==> config.mk <==
export PLATFORM = sky130hd
export DESIGN_NAME = gdh_dev
export DESIGN_NICKNAME = d
export VERILOG_FILES = /design/src/rtl/gyro_drift_removed_heading_hue_core_defines.svh /design/src/rtl/gdh_pkg.sv /design/src/rtl/gdh_dev.sv
export SDC_FILE = /design/constraint.sdc
export NUM_CORES = 1
export LEC_CHECK = 0
export ABC_AREA = 0
export BUFFER_PORTS_ARGS = -buffer_cell sky130_fd_sc_hd__buf_2
export CORE_ASPECT_RATIO = 1.5
export CORE_MARGIN = 1.5
export CORE_UTILIZATION = 64
export DETAILED_ROUTE_END_ITERATION = 10
export PLACE_DENSITY = 0.83
export SLEW_MARGIN = 20
export SYNTH_ARGS = -nofsm -noshare
export SYNTH_HDL_FRONTEND = slang
export SYNTH_SLANG_ARGS = --single-unit
export TNS_END_PERCENT = 100
==> constraint.sdc <==
create_clock -name clk_i -period 9 [get_ports clk_i]
set_clock_uncertainty 0.05 [all_clocks]
set_input_delay 1.35 -clock clk_i [delete_from_list [all_inputs] [get_ports clk_i]]
set_output_delay 1.35 -clock clk_i [all_outputs]
set_load 0.05 [all_outputs]
==> src/rtl/gyro_drift_removed_heading_hue_core_defines.svh <==
// assertion macros for the gyro heading hue core
// expects clk_i and rst_ni in the scope of use; no other dependencies
`ifndef GYRO_DRIFT_REMOVED_HEADING_HUE_CORE_DEFINES_SVH
`define GYRO_DRIFT_REMOVED_HEADING_HUE_CORE_DEFINES_SVH

`ifndef SYNTHESIS
// same-cycle implication
`define GDH_ASSERT_NOW(lbl, ante, cons) \
  lbl: assert property (@(posedge clk_i) disable iff (!rst_ni) (ante) |-> (cons)) \
    else $error("gdh assertion failed");
// next-cycle implication
`define GDH_ASSERT_NEXT(lbl, ante, cons) \
  lbl: assert property (@(posedge clk_i) disable iff (!rst_ni) (ante) |=> (cons)) \
    else $error("gdh assertion failed");
`else
`define GDH_ASSERT_NOW(lbl, ante, cons)
`define GDH_ASSERT_NEXT(lbl, ante, cons)
`endif

`endif

==> src/rtl/gdh_pkg.sv <==
// shared types, widths and constants of the gyro heading hue core
// no dependencies
package gdh_pkg;

  localparam int SAMPLE_W   = 24;
  localparam int BAND_W     = 23;
  localparam int GAIN_W     = 16;
  localparam int DEV_W      = 26;
  localparam int INC_W      = DEV_W + GAIN_W + 1;
  localparam int ACC_W      = 48;
  localparam int FRAC_W     = 24;
  localparam int INT_W      = ACC_W - FRAC_W;
  localparam int HUE_W      = 9;
  localparam int REM_W      = 10;
  localparam int HUE_MOD    = 360;
  // floor(2^24 / 360), quotient may come out one low
  localparam int HUE_RECIP  = 46603;
  localparam int HUE_RCP_W  = 16;
  // output buffer, power of two
  localparam int OFIFO_DEPTH = 16;
  localparam int OFIFO_AW    = $clog2(OFIFO_DEPTH);

  localparam int CFG_IDX_W  = 2;
  localparam int CFG_DATA_W = 23;

  localparam logic [CFG_IDX_W-1:0] CFG_INNER_BAND = 2'd0;
  localparam logic [CFG_IDX_W-1:0] CFG_OUTER_BAND = 2'd1;
  localparam logic [CFG_IDX_W-1:0] CFG_GAIN       = 2'd2;

  localparam logic [BAND_W-1:0] INNER_RST = 23'd512;
  localparam logic [BAND_W-1:0] OUTER_RST = 23'd1280;
  localparam logic [GAIN_W-1:0] GAIN_RST  = 16'd655;

  localparam logic signed [ACC_W-1:0] ACC_MAX = {1'b0, {(ACC_W-1){1'b1}}};
  localparam logic signed [ACC_W-1:0] ACC_MIN = {1'b1, {(ACC_W-1){1'b0}}};

  typedef struct packed {
    logic [BAND_W-1:0] inner_band;
    logic [BAND_W-1:0] outer_band;
    logic [GAIN_W-1:0] gain;
  } cfg_t;

  typedef struct packed {
    logic [HUE_W-1:0]        hue;
    logic signed [ACC_W-1:0] angle_total;
  } res_t;

  // halve, rounding toward zero
  function automatic logic signed [DEV_W-1:0] halve_tz(input logic signed [DEV_W-1:0] d);
    logic signed [DEV_W-1:0] t;
    t = d + DEV_W'(d[DEV_W-1]);
    return t >>> 1;
  endfunction

  function automatic logic [DEV_W-1:0] mag_of(input logic signed [DEV_W-1:0] d);
    return d[DEV_W-1] ? DEV_W'(-d) : DEV_W'(d);
  endfunction

endpackage

==> src/rtl/gdh_dev.sv <==
// window average by reciprocal multiply, deviation and band damping
// depends on gdh_pkg
module gdh_dev #(
  parameter int WINDOW_LENGTH = 100,
  parameter int SUM_W         = 31
) (
  input  logic                                clk_i,
  input  logic                                rst_ni,
  input  logic                                valid_i,
  input  logic signed [SUM_W-1:0]             sum_i,
  input  logic signed [gdh_pkg::SAMPLE_W-1:0] sample_i,
  input  gdh_pkg::cfg_t                       cfg_i,
  output logic                                valid_o,
  output logic signed [gdh_pkg::DEV_W-1:0]    dev_o
);

  localparam int PROD_W = 2 * SUM_W;
  // floor(2^SUM_W / W): quotient is exact or one low
  localparam logic [SUM_W-1:0] RECIP = SUM_W'((64'd1 << SUM_W) / 64'(WINDOW_LENGTH));
  localparam logic [SUM_W-1:0] WLEN  = SUM_W'(WINDOW_LENGTH);

  // stage a: magnitude times reciprocal
  logic                                a_v_q;
  logic [PROD_W-1:0]                   a_prod_q, a_prod_d;
  logic [SUM_W-1:0]                    a_mag_q, a_mag_d;
  logic                                a_neg_q;
  logic signed [gdh_pkg::SAMPLE_W-1:0] a_smp_q;

  assign a_mag_d  = sum_i[SUM_W-1] ? SUM_W'(-sum_i) : SUM_W'(sum_i);
  assign a_prod_d = PROD_W'(a_mag_d) * PROD_W'(RECIP);

  // stage b: estimate and its back product
  logic                                b_v_q;
  logic [SUM_W-1:0]                    b_q0_q, b_q0_d;
  logic [SUM_W-1:0]                    b_qw_q, b_qw_d;
  logic [SUM_W-1:0]                    b_mag_q;
  logic                                b_neg_q;
  logic signed [gdh_pkg::SAMPLE_W-1:0] b_smp_q;

  assign b_q0_d = a_prod_q[PROD_W-1 -: SUM_W];
  assign b_qw_d = SUM_W'(b_q0_d * WLEN);

  // stage c: correct quotient, sign it, subtract
  logic [SUM_W-1:0]                    c_rem;
  logic [SUM_W-1:0]                    c_quo;
  logic signed [gdh_pkg::SAMPLE_W:0]   c_avg;
  logic                                c_v_q;
  logic signed [gdh_pkg::DEV_W-1:0]    c_dev_q, c_dev_d;

  assign c_rem   = b_mag_q - b_qw_q;
  assign c_quo   = b_q0_q + SUM_W'(c_rem >= WLEN);
  assign c_avg   = b_neg_q ? -signed'({1'b0, c_quo[gdh_pkg::SAMPLE_W-1:0]})
                           :  signed'({1'b0, c_quo[gdh_pkg::SAMPLE_W-1:0]});
  assign c_dev_d = gdh_pkg::DEV_W'(b_smp_q) - gdh_pkg::DEV_W'(c_avg);

  // stage d: damping inside the bands
  logic signed [gdh_pkg::DEV_W-1:0] d_one, d_dev_d;
  logic                             d_v_q;
  logic signed [gdh_pkg::DEV_W-1:0] d_dev_q;

  always_comb begin
    d_one = c_dev_q;
    if (gdh_pkg::mag_of(c_dev_q) < gdh_pkg::DEV_W'(cfg_i.inner_band)) begin
      d_one = gdh_pkg::halve_tz(c_dev_q);
    end
    d_dev_d = d_one;
    if (gdh_pkg::mag_of(d_one) < gdh_pkg::DEV_W'(cfg_i.outer_band)) begin
      d_dev_d = gdh_pkg::halve_tz(d_one);
    end
  end

  always_ff @(posedge clk_i or negedge rst_ni) begin
    if (!rst_ni) begin
      a_v_q <= 1'b0;
      b_v_q <= 1'b0;
      c_v_q <= 1'b0;
      d_v_q <= 1'b0;
    end else begin
      a_v_q <= valid_i;
      b_v_q <= a_v_q;
      c_v_q <= b_v_q;
      d_v_q <= c_v_q;
    end
  end

  always_ff @(posedge clk_i) begin
    a_prod_q <= a_prod_d;
    a_mag_q  <= a_mag_d;
    a_neg_q  <= sum_i[SUM_W-1];
    a_smp_q  <= sample_i;
    b_q0_q   <= b_q0_d;
    b_qw_q   <= b_qw_d;
    b_mag_q  <= a_mag_q;
    b_neg_q  <= a_neg_q;
    b_smp_q  <= a_smp_q;
    c_dev_q  <= c_dev_d;
    d_dev_q  <= d_dev_d;
  end

  assign valid_o = d_v_q;
  assign dev_o   = d_dev_q;

endmodule

After elaboration in Yosys (flattened, before gate mapping)
Index checks and enable logic that the tools add are counted.
{ "op_classes": {"addsub": 9, "n_mul": 2, "order_cmp": 3, "mux": 6} }
{ "op_table": {"columns": ["operator", "n"], "rows": [
  ["$mux W26", 4],
  ["$mul A31 B23 Y54 const B", 1],
  ["$add A26 B1 Y26", 2],
  ["$lt A26 B23 Y1", 2],
  ["$neg A26 Y26", 2],
  ["$ge A31 B7 Y1 const B", 1],
  ["$mux W31", 1],
  ["$neg A31 Y31", 1],
  ["$sub A31 B31 Y31", 1],
  ["$mul A25 B5 Y29 const B", 1],
  ["$sub A24 B25 Y26", 1],
  ["$mux W25", 1],
  ["$neg A24 Y25", 1],
  ["$add A24 B1 Y24", 1]
]} }
{ "word_totals": {"ff_bits": 275, "out_inout_bits": 27} }

Longest topological paths before layout
{ "depth": {"ltp_word": 8, "ltp_mapped": 40, "mapped_depth_nobuf": 38} }

Worst setup path before layout
OpenSTA, ideal clock, no wires.
{ "synth_timing": {"path_type": "in2reg", "from": "input port sum_i[0]", "to": "register a_prod_q[45]", "setup_ns": 0.125, "t_arrival_ns": 8.961, "required_time_ns": 8.825, "slack_ns": -0.136, "cell_stages": 31, "n_path_buf": 0, "path_cell_list": "inv_1 ha_1 nand2_1 or3_1 or3_1 o31a_1 xor2_1 inv_1 fa_1 inv_1 ha_1 fa_1 fa_1 inv_1 fa_1 inv_1 fa_1 fa_1 ha_1 a21oi_1 o21ai_0 a221o_1 a211oi_1 nand2_1 nor3_1 o21ai_0 a31oi_1 nor2_1 a21o_1 a211oi_1 nor2_1"} }
{ "synth_via": {"elab_chain_len": 3} }
{ "synth_lines": {"columns": ["element", "line_no", "source"], "rows": [
  ["from (decl)", "gdh_dev.sv:10", "input logic signed [SUM_W-1:0] sum_i,"],
  ["$neg A31 Y31", "gdh_dev.sv:29", "assign a_mag_d = sum_i[SUM_W-1] ? SUM_W'(-sum_i) : SUM_W'(sum_i);"],
  ["$mux W31", "gdh_dev.sv:29", null],
  ["net a_mag_d[10]", "gdh_dev.sv:25", "logic [SUM_W-1:0] a_mag_q, a_mag_d;"],
  ["$mul A31 B23 Y54", "gdh_dev.sv:30", "assign a_prod_d = PROD_W'(a_mag_d) * PROD_W'(RECIP);"],
  ["net a_prod_d[45]", "gdh_dev.sv:24", "logic [PROD_W-1:0] a_prod_q, a_prod_d;"],
  ["to (signal assigned)", "gdh_dev.sv:87", "a_prod_q <= a_prod_d;"],
  ["to (decl)", "gdh_dev.sv:24", null]
]} }
The timed path passes the listed nets, and every way through them passes these cells.

Final worst setup path
{ "layout_timing": {"from": "input port sum_i[1]", "to": "register a_prod_q[55]"} }
Same word-level chain as after synthesis.

==> metrics.txt <==
status=completed; I/O pin cnt=147; hpwl dp=about 63000 µm; sequential element share of the synthesized area=between 10% and 20%; final hold slack=0.274 ns; worst hold-check path type=flip-flop to flip-flop; GRT overflow=0; cts bufs inserted=22; vias in the first global route=~24000; antenna violations before repair=1; gr usage total=between 30% and 40%; maximum clock rate=approximately 110 MHz; Core Rows=around 90; stages on the worst setup path=35; Nets=just over 4000; r2r setup slk=about 0.38 ns; Worst path slowest cell=fa_1; largest net degree at the start of global routing=27; FF+latch count, synth=approximately 240; die area=between 40000 and 50000 µm²; Final Setup Violations=0; starting density of the core=between 60% and 70%; count of pins over their slew limit=0; # port buffers=130; WS Path Type=input pin to flip-flop; CTS Root Cell=clkbuf_16; Max clock buf depth=3; TritonCTS clock tree=done; Top cell by count, worst path=buf_4; WP buf/inv=9; critical path endpoint=a_prod_q[55]$_DFF_P_; reg2reg start=c_dev_q[11]$_DFF_P_; Mapped Nets=~3700; Post-synth EDFFs=0; area leader, netlist=ha_1; CTS clk-pin slew, worst paths=about 0.07 ns; ANT nets after route=0; DRT Wirelength=76500 µm; H-Tree Depth=1; wire length per cell=approximately 20 µm; count leader, synth=inv_1; prevailing post-synth register cell=dfxtp_1; Synth async-reset ratio=under 10%; Worst-Margin Slew=around 1.1 ns; crit-path leading delay family=adder cells; RR Endpoint=dev_o[17]$_DFF_P_; Clk Latency, worst-skew pair=0.54 ns; crit path from=sum_i[1]; hold buffer count at cts=0; Slew HR=between 20% and 30%; Cells after Synth=2833; Crit path arrival time=between 9 and 10 ns; first-pass GRT wire length=about 120000 µm; Via-to-Cell Ratio=5.82; Netlist Area Pre-Place=about 27000 µm²; Hold Fails Final Rpt=0; Synthesis Warnings=0; Die Ht=roughly 250 µm; Synth area leaders=ha_1, fa_1, dfxtp_1; Required @ worst endpoint=between 9 and 10 ns; GPL Wtd Cong=about 1.0; Setup crit end kind=flip-flop; max cap viols=0; DR pass1 iterations=6; CP Max Fanout=7; worst r2r path cells=35; slowest stage delay, CP=about 0.55 ns; Die W=about 170 µm; syn avg cell area=9.48 µm²; Worst Setup Start Kind=input pin; Synth top cells by count=inv_1, ha_1, fa_1; Residual DRC=0; fin crit share=97.8%; min cycle time layout=about 9 ns; DR iter-0 viols=approximately 1100; CTS sink count=roughly 240; top cell type's share of synthesized area=23.1%; Netlist cell types=a little under 90; synthesis-to-layout area growth=17.8%; fraction of layout cells with a size suffix above 1=a little under a fifth; DR vias=roughly 22000; core area=approximately 41000 µm²
-- stage by stage --
stage	util [%]	std cells	worst slack [ns]	setup TNS (ns)	cell area, µm²
floorplan	-	2833	0.00492	0	26900
global placement	73.2	3761	-0.716	-8.46	30200
detailed placement	73.2	3761	-0.743	-9.26	30200
CTS	75.2	3803	0.00378	0	31000
global route	76.7	3814	-0.118	-0.584	31600
finish	76.7	3814	0.197	0	31600
-- sequential cells by signal, summed over array words and instances (netlist names), 21 cells and up --
signal	count
a_mag_q	29
b_mag_q	29
b_qw_q	29
c_dev_q	26
dev_o	26
a_prod_q	25
a_smp_q	24
b_smp_q	24
b_q0_q	21
-- kinds of logic after synthesis --
| family | Yosys count | synth area share [%] |
|---|---|---|
| compound gates | 461 | 11.2 |
| xor+xnor | 211 | 6.91 |
| fa+ha+maj | 785 | 44.7 |
| buf+inv | 582 | 8.42 |
| flops | 239 | 17.9 |
| mux | 15 | 0.582 |
| simple gates | 540 | 10.4 |
-- final cells by class --
type                            instances  area, µm²
Sequential cell                       239       4800
Clock buffer                           26        587
Antenna cell                            1       2.50
Timing Repair Buffer                  436       3000
Multi-Input combinational cell       2012      20400
Inverter                              528       1980
Tap cell                              558        698
Clock inverter                         14        159
Fill cell                            2739       9590
-- placed cells by master, fill, tap and decap left out, drive strengths merged, types with 12 or more instances in the layout --
cell type,instances
fa,289
nand3,56
and3,28
nand4,30
o21a,21
dfxtp,235
and2,16
a211oi,15
nor4,19
buf,436
clkbuf,26
nor2,123
or2,12
nor2b,18
nand2,121
nor3,46
o21ai,104
ha,496
xor2,66
mux2i,13
a21oi,121
o211ai,26
o31ai,21
nand2b,17
a21boi,13
xnor2,145
a21o,47
inv,533
or3,21
a31oi,17
or4,13
-- metal layers --
metal,vias up,GRT usage (%),wire length (µm)
met5,-,0,0
met2,781,67.2,40700
li1,10300,-,-
met1,10700,32.6,25100
met4,0,30.4,7730
met3,410,4.10,3030
-- repair_timing --
item                       4_1_cts  5_1_grt
setup buffers                    2       10
setup endpoints to repair       13       52
gates resized for setup         20      116
cloned                           0        0
pin swaps                        2       79
-- worst min-delay path by stage --
stage	slack, ns	cells past startpoint	startpoint	endpoint
2_1_floorplan	0.26	0	a_mag_q[10]$_DFF_P_	b_mag_q[10]$_DFF_P_
3_3_place_gp	0.26	0	a_smp_q[23]$_DFF_P_	b_smp_q[23]$_DFF_P_
3_5_place_dp	0.26	0	a_mag_q[19]$_DFF_P_	b_mag_q[19]$_DFF_P_
4_1_cts	0.28	0	a_mag_q[28]$_DFF_P_	b_mag_q[28]$_DFF_P_
5_1_grt	0.28	0	a_mag_q[23]$_DFF_P_	b_mag_q[23]$_DFF_P_
6_report	0.27	0	a_mag_q[28]$_DFF_P_	b_mag_q[28]$_DFF_P_
Power is not shown: default switching activity piles up to over one toggle a cycle in this logic, so the estimate is an artifact.
