File: config.mk
export PLATFORM = sky130hd
export DESIGN_NAME = gdh_cell
export DESIGN_NICKNAME = d
export VERILOG_FILES = /design/src/rtl/gyro_drift_removed_heading_hue_core_defines.svh /design/src/rtl/gdh_pkg.sv /design/src/rtl/gdh_cell.sv
export SDC_FILE = /design/constraint.sdc
export NUM_CORES = 1
export LEC_CHECK = 0
export BUFFER_PORTS_ARGS = -buffer_cell sky130_fd_sc_hd__buf_2
export CAP_MARGIN = 20
export CELL_PAD_IN_SITES_DETAIL_PLACEMENT = 1
export CELL_PAD_IN_SITES_GLOBAL_PLACEMENT = 1
export CORE_AREA = 2 2 57 59
export CTS_CLUSTER_SIZE = 10
export DETAILED_ROUTE_END_ITERATION = 7
export DIE_AREA = 0 0 59 61
export GPL_ROUTABILITY_DRIVEN = 0
export PLACE_DENSITY_LB_ADDON = 0.25
export SETUP_SLACK_MARGIN = 0.5
export SYNTH_ARGS = -nofsm -noshare
export SYNTH_HDL_FRONTEND = slang
export SYNTH_SLANG_ARGS = --single-unit
File: constraint.sdc
create_clock -name clk_i -period 0.8 [get_ports clk_i]
set_input_delay 0.08 -clock clk_i [delete_from_list [all_inputs] [get_ports clk_i]]
set_output_delay 0.08 -clock clk_i [all_outputs]
set_load 0.02 [all_outputs]
File: src/rtl/gyro_drift_removed_heading_hue_core_defines.svh
// assertion macros for the gyro heading hue core
// expects clk_i and rst_ni in the scope of use; no other dependencies
`ifndef GYRO_DRIFT_REMOVED_HEADING_HUE_CORE_DEFINES_SVH
`define GYRO_DRIFT_REMOVED_HEADING_HUE_CORE_DEFINES_SVH

`ifndef SYNTHESIS
// same-cycle implication
`define GDH_ASSERT_NOW(lbl, ante, cons) \
  lbl: assert property (@(posedge clk_i) disable iff (!rst_ni) (ante) |-> (cons)) \
    else $error("gdh assertion failed");
// next-cycle implication
`define GDH_ASSERT_NEXT(lbl, ante, cons) \
  lbl: assert property (@(posedge clk_i) disable iff (!rst_ni) (ante) |=> (cons)) \
    else $error("gdh assertion failed");
`else
`define GDH_ASSERT_NOW(lbl, ante, cons)
`define GDH_ASSERT_NEXT(lbl, ante, cons)
`endif

`endif

File: src/rtl/gdh_pkg.sv
// shared types, widths and constants of the gyro heading hue core
// no dependencies
package gdh_pkg;

  localparam int SAMPLE_W   = 24;
  localparam int BAND_W     = 23;
  localparam int GAIN_W     = 16;
  localparam int DEV_W      = 26;
  localparam int INC_W      = DEV_W + GAIN_W + 1;
  localparam int ACC_W      = 48;
  localparam int FRAC_W     = 24;
  localparam int INT_W      = ACC_W - FRAC_W;
  localparam int HUE_W      = 9;
  localparam int REM_W      = 10;
  localparam int HUE_MOD    = 360;
  // floor(2^24 / 360), quotient may come out one low
  localparam int HUE_RECIP  = 46603;
  localparam int HUE_RCP_W  = 16;
  // output buffer, power of two
  localparam int OFIFO_DEPTH = 16;
  localparam int OFIFO_AW    = $clog2(OFIFO_DEPTH);

  localparam int CFG_IDX_W  = 2;
  localparam int CFG_DATA_W = 23;

  localparam logic [CFG_IDX_W-1:0] CFG_INNER_BAND = 2'd0;
  localparam logic [CFG_IDX_W-1:0] CFG_OUTER_BAND = 2'd1;
  localparam logic [CFG_IDX_W-1:0] CFG_GAIN       = 2'd2;

  localparam logic [BAND_W-1:0] INNER_RST = 23'd512;
  localparam logic [BAND_W-1:0] OUTER_RST = 23'd1280;
  localparam logic [GAIN_W-1:0] GAIN_RST  = 16'd655;

  localparam logic signed [ACC_W-1:0] ACC_MAX = {1'b0, {(ACC_W-1){1'b1}}};
  localparam logic signed [ACC_W-1:0] ACC_MIN = {1'b1, {(ACC_W-1){1'b0}}};

  typedef struct packed {
    logic [BAND_W-1:0] inner_band;
    logic [BAND_W-1:0] outer_band;
    logic [GAIN_W-1:0] gain;
  } cfg_t;

  typedef struct packed {
    logic [HUE_W-1:0]        hue;
    logic signed [ACC_W-1:0] angle_total;
  } res_t;

  // halve, rounding toward zero
  function automatic logic signed [DEV_W-1:0] halve_tz(input logic signed [DEV_W-1:0] d);
    logic signed [DEV_W-1:0] t;
    t = d + DEV_W'(d[DEV_W-1]);
    return t >>> 1;
  endfunction

  function automatic logic [DEV_W-1:0] mag_of(input logic signed [DEV_W-1:0] d);
    return d[DEV_W-1] ? DEV_W'(-d) : DEV_W'(d);
  endfunction

endpackage

File: src/rtl/gdh_cell.sv
// one window cell: holds a sample and passes it on to the next cell per beat
// depends on gdh_pkg
module gdh_cell (
  input  logic                                clk_i,
  input  logic                                rst_ni,
  input  logic                                shift_i,
  input  logic signed [gdh_pkg::SAMPLE_W-1:0] d_i,
  output logic signed [gdh_pkg::SAMPLE_W-1:0] q_o
);

  logic signed [gdh_pkg::SAMPLE_W-1:0] val_q, val_d;

  assign val_d = shift_i ? d_i : val_q;

  always_ff @(posedge clk_i or negedge rst_ni) begin
    if (!rst_ni) begin
      val_q <= '0;
    end else begin
      val_q <= val_d;
    end
  end

  assign q_o = val_q;

endmodule

* Word level (Yosys, flattened, before mapping) *
Index checks and enable logic that the tools add are counted.
Widths: inputs -> output; s select.

storage, ports and cells
  flip-flop bits (word level) = 24
  output and inout port bits = 24

* Longest topological paths before layout *
Gate-level depths: netlist (run 1).

  depth after elaboration = 0
  gate-level depth with buffers = 3

* Worst setup path before layout (run 1) *
OpenSTA, ideal clock, no wires.

  path type = register -> register
  from = register q_o[10] (netlist name)
  to = register val_q, in the netlist q_o[10]
  setup time = 0.125 ns
  data arrival time = 0.710 ns
  slack = -0.035 ns
  cell stages (with the launch flop) = 2
  buffers on the path = 0
  period minus slack after synthesis = 0.835 ns
  cell sequence = dfrtp_1 mux2_4

RTL lines
  element               line            text
  end signal, assigned  gdh_cell.sv:19  val_q <= val_d;
  end, declared         gdh_cell.sv:11  logic signed [gdh_pkg::SAMPLE_W-1:0] val_q, val_d;

* Worst setup path in the final report (run 1) *
  from = register val_q, in the netlist q_o[12]
  to = output port q_o[12] (netlist name)

RTL lines
  element        line           text
  end, declared  gdh_cell.sv:8  output logic signed [gdh_pkg::SAMPLE_W-1:0] q_o

No word-level cell between the ends.

==> run_results.csv, run 1 <==
group,metric,value,unit
run_status,status,"complete, but fails checks",
run_status,violations,"hold timing, setup timing",
timing,tightest_slew,0.536,ns
timing,period_share,1.20,
synthesis,yosysUniqueCellTypes,5,
drt,final_antenna_net_count,0,
global_route,top_usage_layer,"met2",
timing,setup_violations,33,
timing,fin_skew,0,ns
worst_setup_path,start_kind,"flip-flop",
drt,dr.pass1.iters,2,
drt,wirelength,2.09,mm
synthesis,synth_nets,78,
power_and_ir_drop,clockPowerShare,0.185,
worst_setup_path,cpPeakStageDelay,0.44,ns
power_and_ir_drop,power,0.00278,W
power_and_ir_drop,pwr-share-comb,0.292,
drt,detail_route.wl_per_cell,14.8,um
worst_setup_path,path_class,"reg2out",
min_path,hold_class,"in2async",
power_and_ir_drop,sequentialPowerShare,0.523,
power_and_ir_drop,intPower,0.00203,W
drt,drt_drc_violations_left,0,
cells_and_area,fin_util,0.517,
cells_and_area,drive_above_1_share,1.00,
floorplanning,die_w,59,um
global_route,track_usage,0.128,
synthesis,netlist_instances,51,
worst_setup_path,crit_family,"flip-flops",
global_route,grt_pass1_wl,3.40,mm
worst_setup_path,critPathArrivalTime,0.88,ns
cells_and_area,n_fill_cell,296,
floorplanning,placeableCoreArea,2950,um^2
synthesis,ys_seq_area_frac,0.602,
place,port_buffers,50,
cells_and_area,multiInputGateArea,353,um^2
global_route,antenna_found_initial,0,
global_route,grt_max_degree,25,
power_and_ir_drop,netSwitchingFraction,0.271,
timing,rsz0062_at_grt,"yes",
timing,holdWs,-0.263,ns
synthesis,ys_ff_latch,24,
cells_and_area,ff_latch_area,631,um^2
timing,worst_slack,-0.158,ns
synthesis,ys_warn_count,0,
synthesis,synth_area_per_cell,19.6,um^2
worst_setup_path,crit_slowest_cell,"dfrtp_2",
power_and_ir_drop,vdd_drop_max,0.726,mV
synthesis,synth_area_leaders,"dfrtp_1 60%, mux2_4 30%, mux2_2 4.5%",
cells_and_area,mostFrequentLayoutCells,"28 x buf_6, 26 x buf_2, 24 x dfrtp_2",
global_route,gr-total-overflow,0,
drt,vias_per_cell,4.50,
power_and_ir_drop,pwr_density_cell,1820,nW/um^2
worst_setup_path,path_cells,"buf_6",
clock_tree,cts_max_level,1,
floorplanning,dieArea,3600,um^2
floorplanning,ios,51,
global_route,grtUsageMet3,0.0299,
cells_and_area,antenna_cells,0,
timing,timing.slew.headroom,0.642,
clock_tree,clk_pin_slew,0.13,ns
cells_and_area,area_growth,53.2,%
timing,fmax,1.04,GHz
power_and_ir_drop,p_switching,0.000753,W
clock_tree,cts_buffers,3,
drt,vias,634,
cells_and_area,nNetsFinal,137,
timing,hold_viol_final,28,
synthesis,yosysTopAreaCellShare,0.602,
floorplanning,placement_rows,20,
clock_tree,clk_latency,0.30,ns
timing,fin_crit,0.958,ns
power_and_ir_drop,leakagePower,0.750,nW
worst_setup_path,reg2reg_slack,-0.12,ns
place,dp_hpwl,1.51,mm
global_route,first_global_vias,692,
cells_and_area,largest_register_ffs,24,
flow_run,max_cap_viol_count,0,
worst_setup_path,end_kind,"output pin",
clock_tree,cts_root_buf,"clkbuf_4",
worst_setup_path,required,0.72,ns
drt,drt_iter0_markers,15,
clock_tree,clock_path_buffers,2,
clock_tree,cts_tree,"done",
floorplanning,chipHeight,61,um
global_route,use_met2,0.229,
synthesis,synth_top_cell_by_area,"dfrtp_1",
floorplanning,initial_utilization,0.338,
worst_setup_path,crit_fanout,2,
clock_tree,cts_sinks,24,
cells_and_area,layout_commonest_cell,"buf_6",
global_route,met1_usage,0.149,
timing,slew_viol_final,0,
worst_setup_path,critical_path_buf_inv_count,1,
synthesis,synth_area,997,um^2
synthesized netlist by cell type, drive strengths merged:
cell	instances
buf	3
mux2	24
dfrtp	24
final cells by class:
class	count	area share
multi-input combinational	24	0.231
timing repair buffer	57	0.314
clock buffer	3	0.0147
tap	33	0.0270
sequential	24	0.413
stage by stage:
stage	cell area (um^2)	instances	setup TNS, ns	hold WS (ns)	setup WS, ns
2_1_floorplan	1030	51	-0.498	-0.216	-0.0222
3_3_place_gp	1300	134	-0.290	0.0866	-0.0269
3_5_place_dp	1300	134	-0.440	0.0959	-0.0440
4_1_cts	1510	140	-4.10	-0.250	-0.166
5_1_grt	1530	141	-5.26	-0.250	-0.202
6_report	1530	141	-3.94	-0.263	-0.158
power groups by stage:
stage	combinational, W	sequential (W)	clock [W]
after floorplan	0.000238	0.00160	0
after global placement	0.000615	0.00144	0
after detailed placement	0.000625	0.00144	0
after CTS	0.000803	0.00145	0.000535
after global routing	0.000859	0.00147	0.000584
final	0.000812	0.00145	0.000513
cell families (layout without fill, tap and decap cells):
logic type | Yosys count | after routing | share of synthesized area
muxes | 24 | 24 | 0.346
DFF | 24 | 24 | 0.602
buffers and inverters | 3 | 60 | 0.0514
layer usage:
| layer | part of all wire | routed length, um |
|---|---|---|
| met5 | 0 | 0 |
| met3 | 0.055 | 115 |
| met1 | 0.39 | 821 |
| met4 | 0.0067 | 14 |
| met2 | 0.55 | 1140 |
final timing paths:
check,startpoint,to,depth (start not counted)
worst max-delay path,q_o[12],q_o[12],1
worst min-delay path,rst_ni,q_o[7],1
worst max register to register,q_o[12],q_o[12],2
worst min register to register,q_o[15],q_o[15],1
max in group asynchronous,rst_ni,q_o[23],1
min in group clk_i,d_i[21],q_o[21],2
timing repair:
action | CTS | global route
buffers inserted | 3 | 1
hold endpoints to repair | 43 | 45
gates resized for setup | 51 | 3
endpoints found under the setup margin | 48 | 48
(Power assumes the default switching activity.)
==> run 2: changes to the inputs <==
Settings changed: CORE_AREA 2 2 57 59 to 2 2 51 65, DIE_AREA 0 0 59 61 to 0 0 53 67.
==> run_results.csv, run 2 (same netlist as run 1, synthesis figures left out) <==
group,metric,value,unit
global_route,grt_max_degree,25,
run_status,violations,"hold timing, setup timing",
worst_setup_path,critical_path_buf_inv_count,1,
drt,detail_route.wl_per_cell,15.4,um
timing,fin_crit,0.976,ns
timing,hold_viol_final,44,
floorplanning,die_w,53,um
global_route,track_usage,0.142,
drt,vias_per_cell,4.46,
cells_and_area,antenna_cells,0,
place,dp_hpwl,1.49,mm
drt,drt_iter0_markers,4,
drt,wl_met3,100,um
timing,fin_skew,0,ns
worst_setup_path,required,0.72,ns
worst_setup_path,crit_family,"flip-flops",
cells_and_area,nNetsFinal,140,
global_route,first_global_vias,769,
worst_setup_path,r2r-end,"q_o[17]",
timing,timing.slew.headroom,0.644,
global_route,gr-total-overflow,0,
worst_setup_path,worst-r2r-cell-count,2,
drt,dr.pass1.iters,2,
clock_tree,cts_root_buf,"clkbuf_4",
run_status,status,"complete, but fails checks",
floorplanning,ios,51,
power_and_ir_drop,power,0.00319,W
cells_and_area,drive_above_1_share,1.00,
worst_setup_path,path_cells,"buf_6",
timing,rsz0062_at_grt,"yes",
cells_and_area,largest_register_ffs,24,
cells_and_area,mostFrequentLayoutCells,"32 x buf_6, 26 x buf_2, 24 x dfrtp_2",
clock_tree,clock_path_buffers,2,
timing,period_share,1.22,
drt,drt_drc_violations_left,0,
drt,wirelength,2.28,mm
floorplanning,dieArea,3550,um^2
clock_tree,cts_max_level,1,
place,port_buffers,50,
drt,met1_length,875,um
timing,worst_slack,-0.176,ns
min_path,hold_class,"in2async",
global_route,antenna_found_initial,0,
drt,highest_layer,"met4",
clock_tree,cts_buffers,3,
timing,setup_violations,38,
cells_and_area,fin_util,0.555,
worst_setup_path,critPathArrivalTime,0.90,ns
drt,met2_wirelength,1.28,mm
drt,vias,660,
floorplanning,initial_utilization,0.345,
worst_setup_path,start_kind,"flip-flop",
worst_setup_path,crit_slowest_cell,"dfrtp_2",
timing,fmax,1.02,GHz
clock_tree,cts_tree,"done",
clock_tree,clk_latency,0.31,ns
floorplanning,chipHeight,67,um
clock_tree,clk_pin_slew,0.14,ns
power_and_ir_drop,pwr_density_cell,1990,nW/um^2
flow_run,max_cap_viol_count,0,
cells_and_area,area_growth,60.9,%
worst_setup_path,r2r-start,"q_o[17]",
timing,slew_viol_final,0,
worst_setup_path,end_kind,"output pin",
power_and_ir_drop,vdd_drop_max,1.08,mV
clock_tree,cts_sinks,24,
drt,final_antenna_net_count,0,
worst_setup_path,reg2reg_slack,-0.12,ns
worst_setup_path,cpPeakStageDelay,0.45,ns
power_and_ir_drop,leakagePower,0.779,nW
worst_setup_path,crit_fanout,2,
floorplanning,placeableCoreArea,2890,um^2
timing,holdWs,-0.277,ns
floorplanning,placement_rows,22,
timing,tightest_slew,0.535,ns
global_route,grt_pass1_wl,3.66,mm
worst_setup_path,path_class,"reg2out",
cells_and_area,layout_commonest_cell,"buf_6",
## run 2: changes by cell type in the layout (fill, tap and decap cells not counted)
cell and delta:
buf_12 +1, mux2_2 +2, buf_4 -2, buf_6 +4, bufinv_16 +1, mux2_4 -2
## run 2: cell type report
type	count	area (um^2)
Timing Repair Buffer	60	531
Clock inverter	1	30.0
Multi-Input combinational cell	24	345
Clock buffer	3	22.5
Sequential cell	24	631
Tap cell	36	45.0
Fill cell	309	1290
## run 2: worst reg2reg max path, stage by stage (launching register included)
cell and delay [ns]:
dfrtp_2 0.44, buf_6 0.12, mux2_4 0.26
## run 2: worst max path at each step
stage / from / end / cells past startpoint
floorplan: q_o[10] / q_o[10] / 1
global placement: shift_i / q_o[0] / 3
detailed placement: shift_i / q_o[1] / 3
CTS: q_o[13] / q_o[13] / 1
global route: q_o[4] / q_o[4] / 1
finish: q_o[4] / q_o[4] / 1
## run 2: where the power goes
| group | total (W) | internal [W] | switching, W | leakage [nW] |
|---|---|---|---|---|
| Clock | 0.000880 | 0.000506 | 0.000373 | 0.0279 |
| Combinational | 0.000857 | 0.000527 | 0.000330 | 0.495 |
| Sequential | 0.00146 | 0.00136 | 0.000100 | 0.257 |
## run 2: routing by layer
layer | up-vias | track usage
met3 | 2 | 0.0202
li1 | 295 | -
met2 | 22 | 0.258
met1 | 341 | 0.165
met5 | - | 0
met4 | 0 | 0.0481
## run 2: metrics by stage
step           instance area, um^2  TNS, ns  worst slack [ns]  instances
2_1_floorplan                 1030   -0.498           -0.0222         51
3_3_place_gp                  1310   -0.390           -0.0499        136
3_5_place_dp                  1310   -0.564           -0.0680        136
4_1_cts                       1570    -4.81            -0.193        145
5_1_grt                       1600    -6.03            -0.208        148
6_report                      1600    -4.80            -0.176        148
## run 2: repair_timing
action	in CTS	in global routing
gates resized for setup	53	3
hold endpoints to repair	48	48
setup buffers	5	3
pin swaps	0	0
setup endpoints to repair	48	48
==> run 3: changes to the inputs <==
Settings changed: CORE_AREA 2 2 51 65 to 5 5 54 68, DIE_AREA 0 0 53 67 to 0 0 59 73, GPL_TIMING_DRIVEN set to 0.
Clock period 0.8 ns to 1.1 ns, I/O delays scaled along.
==> run_results.csv, run 3 (same netlist as run 1, synthesis figures left out) <==
group,metric,value,unit
global_route,grt_max_degree,25,
timing,holdWs,-0.179,ns
timing,setup_violations,0,
drt,drt_drc_violations_left,0,
worst_setup_path,crit_fanout,2,
clock_tree,cts_buffers,3,
timing,period_share,0.850,
clock_tree,clk_pin_slew,0.08,ns
global_route,grtUsageMet3,0.0283,
floorplanning,die_w,59,um
clock_tree,cts_sinks,24,
clock_tree,cts_root_buf,"clkbuf_8",
run_status,violations,"hold timing",
floorplanning,placement_rows,23,
cells_and_area,antenna_cells,0,
timing,slew_viol_final,0,
floorplanning,ios,51,
global_route,first_global_vias,737,
clock_tree,cts_tree,"done",
cells_and_area,largest_register_ffs,24,
floorplanning,placeableCoreArea,3050,um^2
place,port_buffers,49,
timing,rsz0062_at_grt,"yes",
timing,hold_viol_final,24,
worst_setup_path,start_kind,"flip-flop",
drt,dr.pass1.iters,2,
timing,worst_slack,0.165,ns
drt,wirelength,2.28,mm
worst_setup_path,critPathArrivalTime,1.09,ns
cells_and_area,area_growth,60.9,%
cells_and_area,layout_commonest_cell,"buf_6",
worst_setup_path,end_kind,"flip-flop",
min_path,hold_class,"in2async",
timing,fin_skew,0,ns
drt,vias,630,
clock_tree,cts_max_level,1,
worst_setup_path,required,1.25,ns
flow_run,max_cap_viol_count,0,
timing,setup_tns,0,ns
power_and_ir_drop,leakagePower,0.776,nW
cells_and_area,nNetsFinal,138,
global_route,top_usage_layer,"met2",
cells_and_area,drive_above_1_share,1.00,
cells_and_area,mostFrequentLayoutCells,"30 x buf_6, 25 x buf_2, 24 x dfrtp_2",
clock_tree,clk_latency,0.26,ns
drt,final_antenna_net_count,0,
global_route,gr-total-overflow,0,
power_and_ir_drop,pwr_density_cell,1510,nW/um^2
floorplanning,chipHeight,73,um
global_route,use_met2,0.199,
global_route,met1_usage,0.124,
timing,tightest_slew,0.536,ns
worst_setup_path,path_class,"reg2reg",
place,post-place-ws,0.276,ns
timing,fin_crit,0.935,ns
global_route,grt_pass1_wl,3.56,mm
floorplanning,dieArea,4310,um^2
drt,detail_route.wl_per_cell,15.5,um
drt,drt_iter0_markers,11,
run_status,status,"complete, but fails checks",
global_route,track_usage,0.112,
timing,timing.slew.headroom,0.642,
global_route,antenna_found_initial,0,
power_and_ir_drop,vdd_drop_max,0.721,mV
floorplanning,initial_utilization,0.327,
drt,vias_per_cell,4.29,
timing,fmax,1.07,GHz
clock_tree,clock_path_buffers,2,
==> run 3: repair_timing <==
| item | 4_1_cts | 5_1_grt |
|---|---|---|
| buffers inserted | 6 | 0 |
| setup endpoints to repair | 48 | 48 |
| endpoints found under the hold margin | 24 | 24 |
| resized for setup | 52 | 1 |
==> run 3: final timing paths <==
path                            endpoint  depth (start not counted)  slack (ns)    start
worst max-delay path              q_o[3]                          2        0.16   q_o[3]
worst min-delay path              q_o[3]                          1       -0.18   rst_ni
worst max register to register    q_o[3]                          2        0.16   q_o[3]
worst min register to register   q_o[23]                          1        0.53  q_o[23]
max in group asynchronous        q_o[10]                          1        0.89   rst_ni
min in group clk_i                q_o[8]                          2        0.07   d_i[8]
==> run 3: where the power goes <==
group          internal, W  leakage [nW]  switching [W]
clock             0.000486        0.0357       0.000273
combinational     0.000370         0.483       0.000237
sequential        0.000986         0.257      0.0000684
==> run 3: through the flow <==
stage	std cells	power, W	area, um^2	utilization
2_1_floorplan	51	0.00134	1030	-
3_3_place_gp	137	0.00150	1320	0.432
3_5_place_dp	137	0.00151	1320	0.432
4_1_cts	147	0.00245	1600	0.525
5_1_grt	147	0.00252	1600	0.526
6_report	147	0.00242	1600	0.526
==> run 3: cell type report <==
class | count | area, um^2
Timing Repair Buffer | 55 | 459
Multi-Input combinational cell | 24 | 345
Buffer | 3 | 51.3
Clock buffer | 3 | 41.3
Sequential cell | 24 | 631
Fill cell | 319 | 1450
Clock inverter | 1 | 30.0
Tap cell | 37 | 46.3
==> run 3: worst max-delay path, stage by stage, from the launching register on <==
cell and delay (ns):
dfrtp_2 0.43, buf_4 0.14, mux2_4 0.26
==> run 3: routing by layer <==
| metal | up-vias | routed length [um] |
|---|---|---|
| met5 | - | 0 |
| met4 | 0 | 17 |
| met3 | 2 | 177 |
| met2 | 28 | 1260 |
| met1 | 308 | 823 |
| li1 | 292 | - |
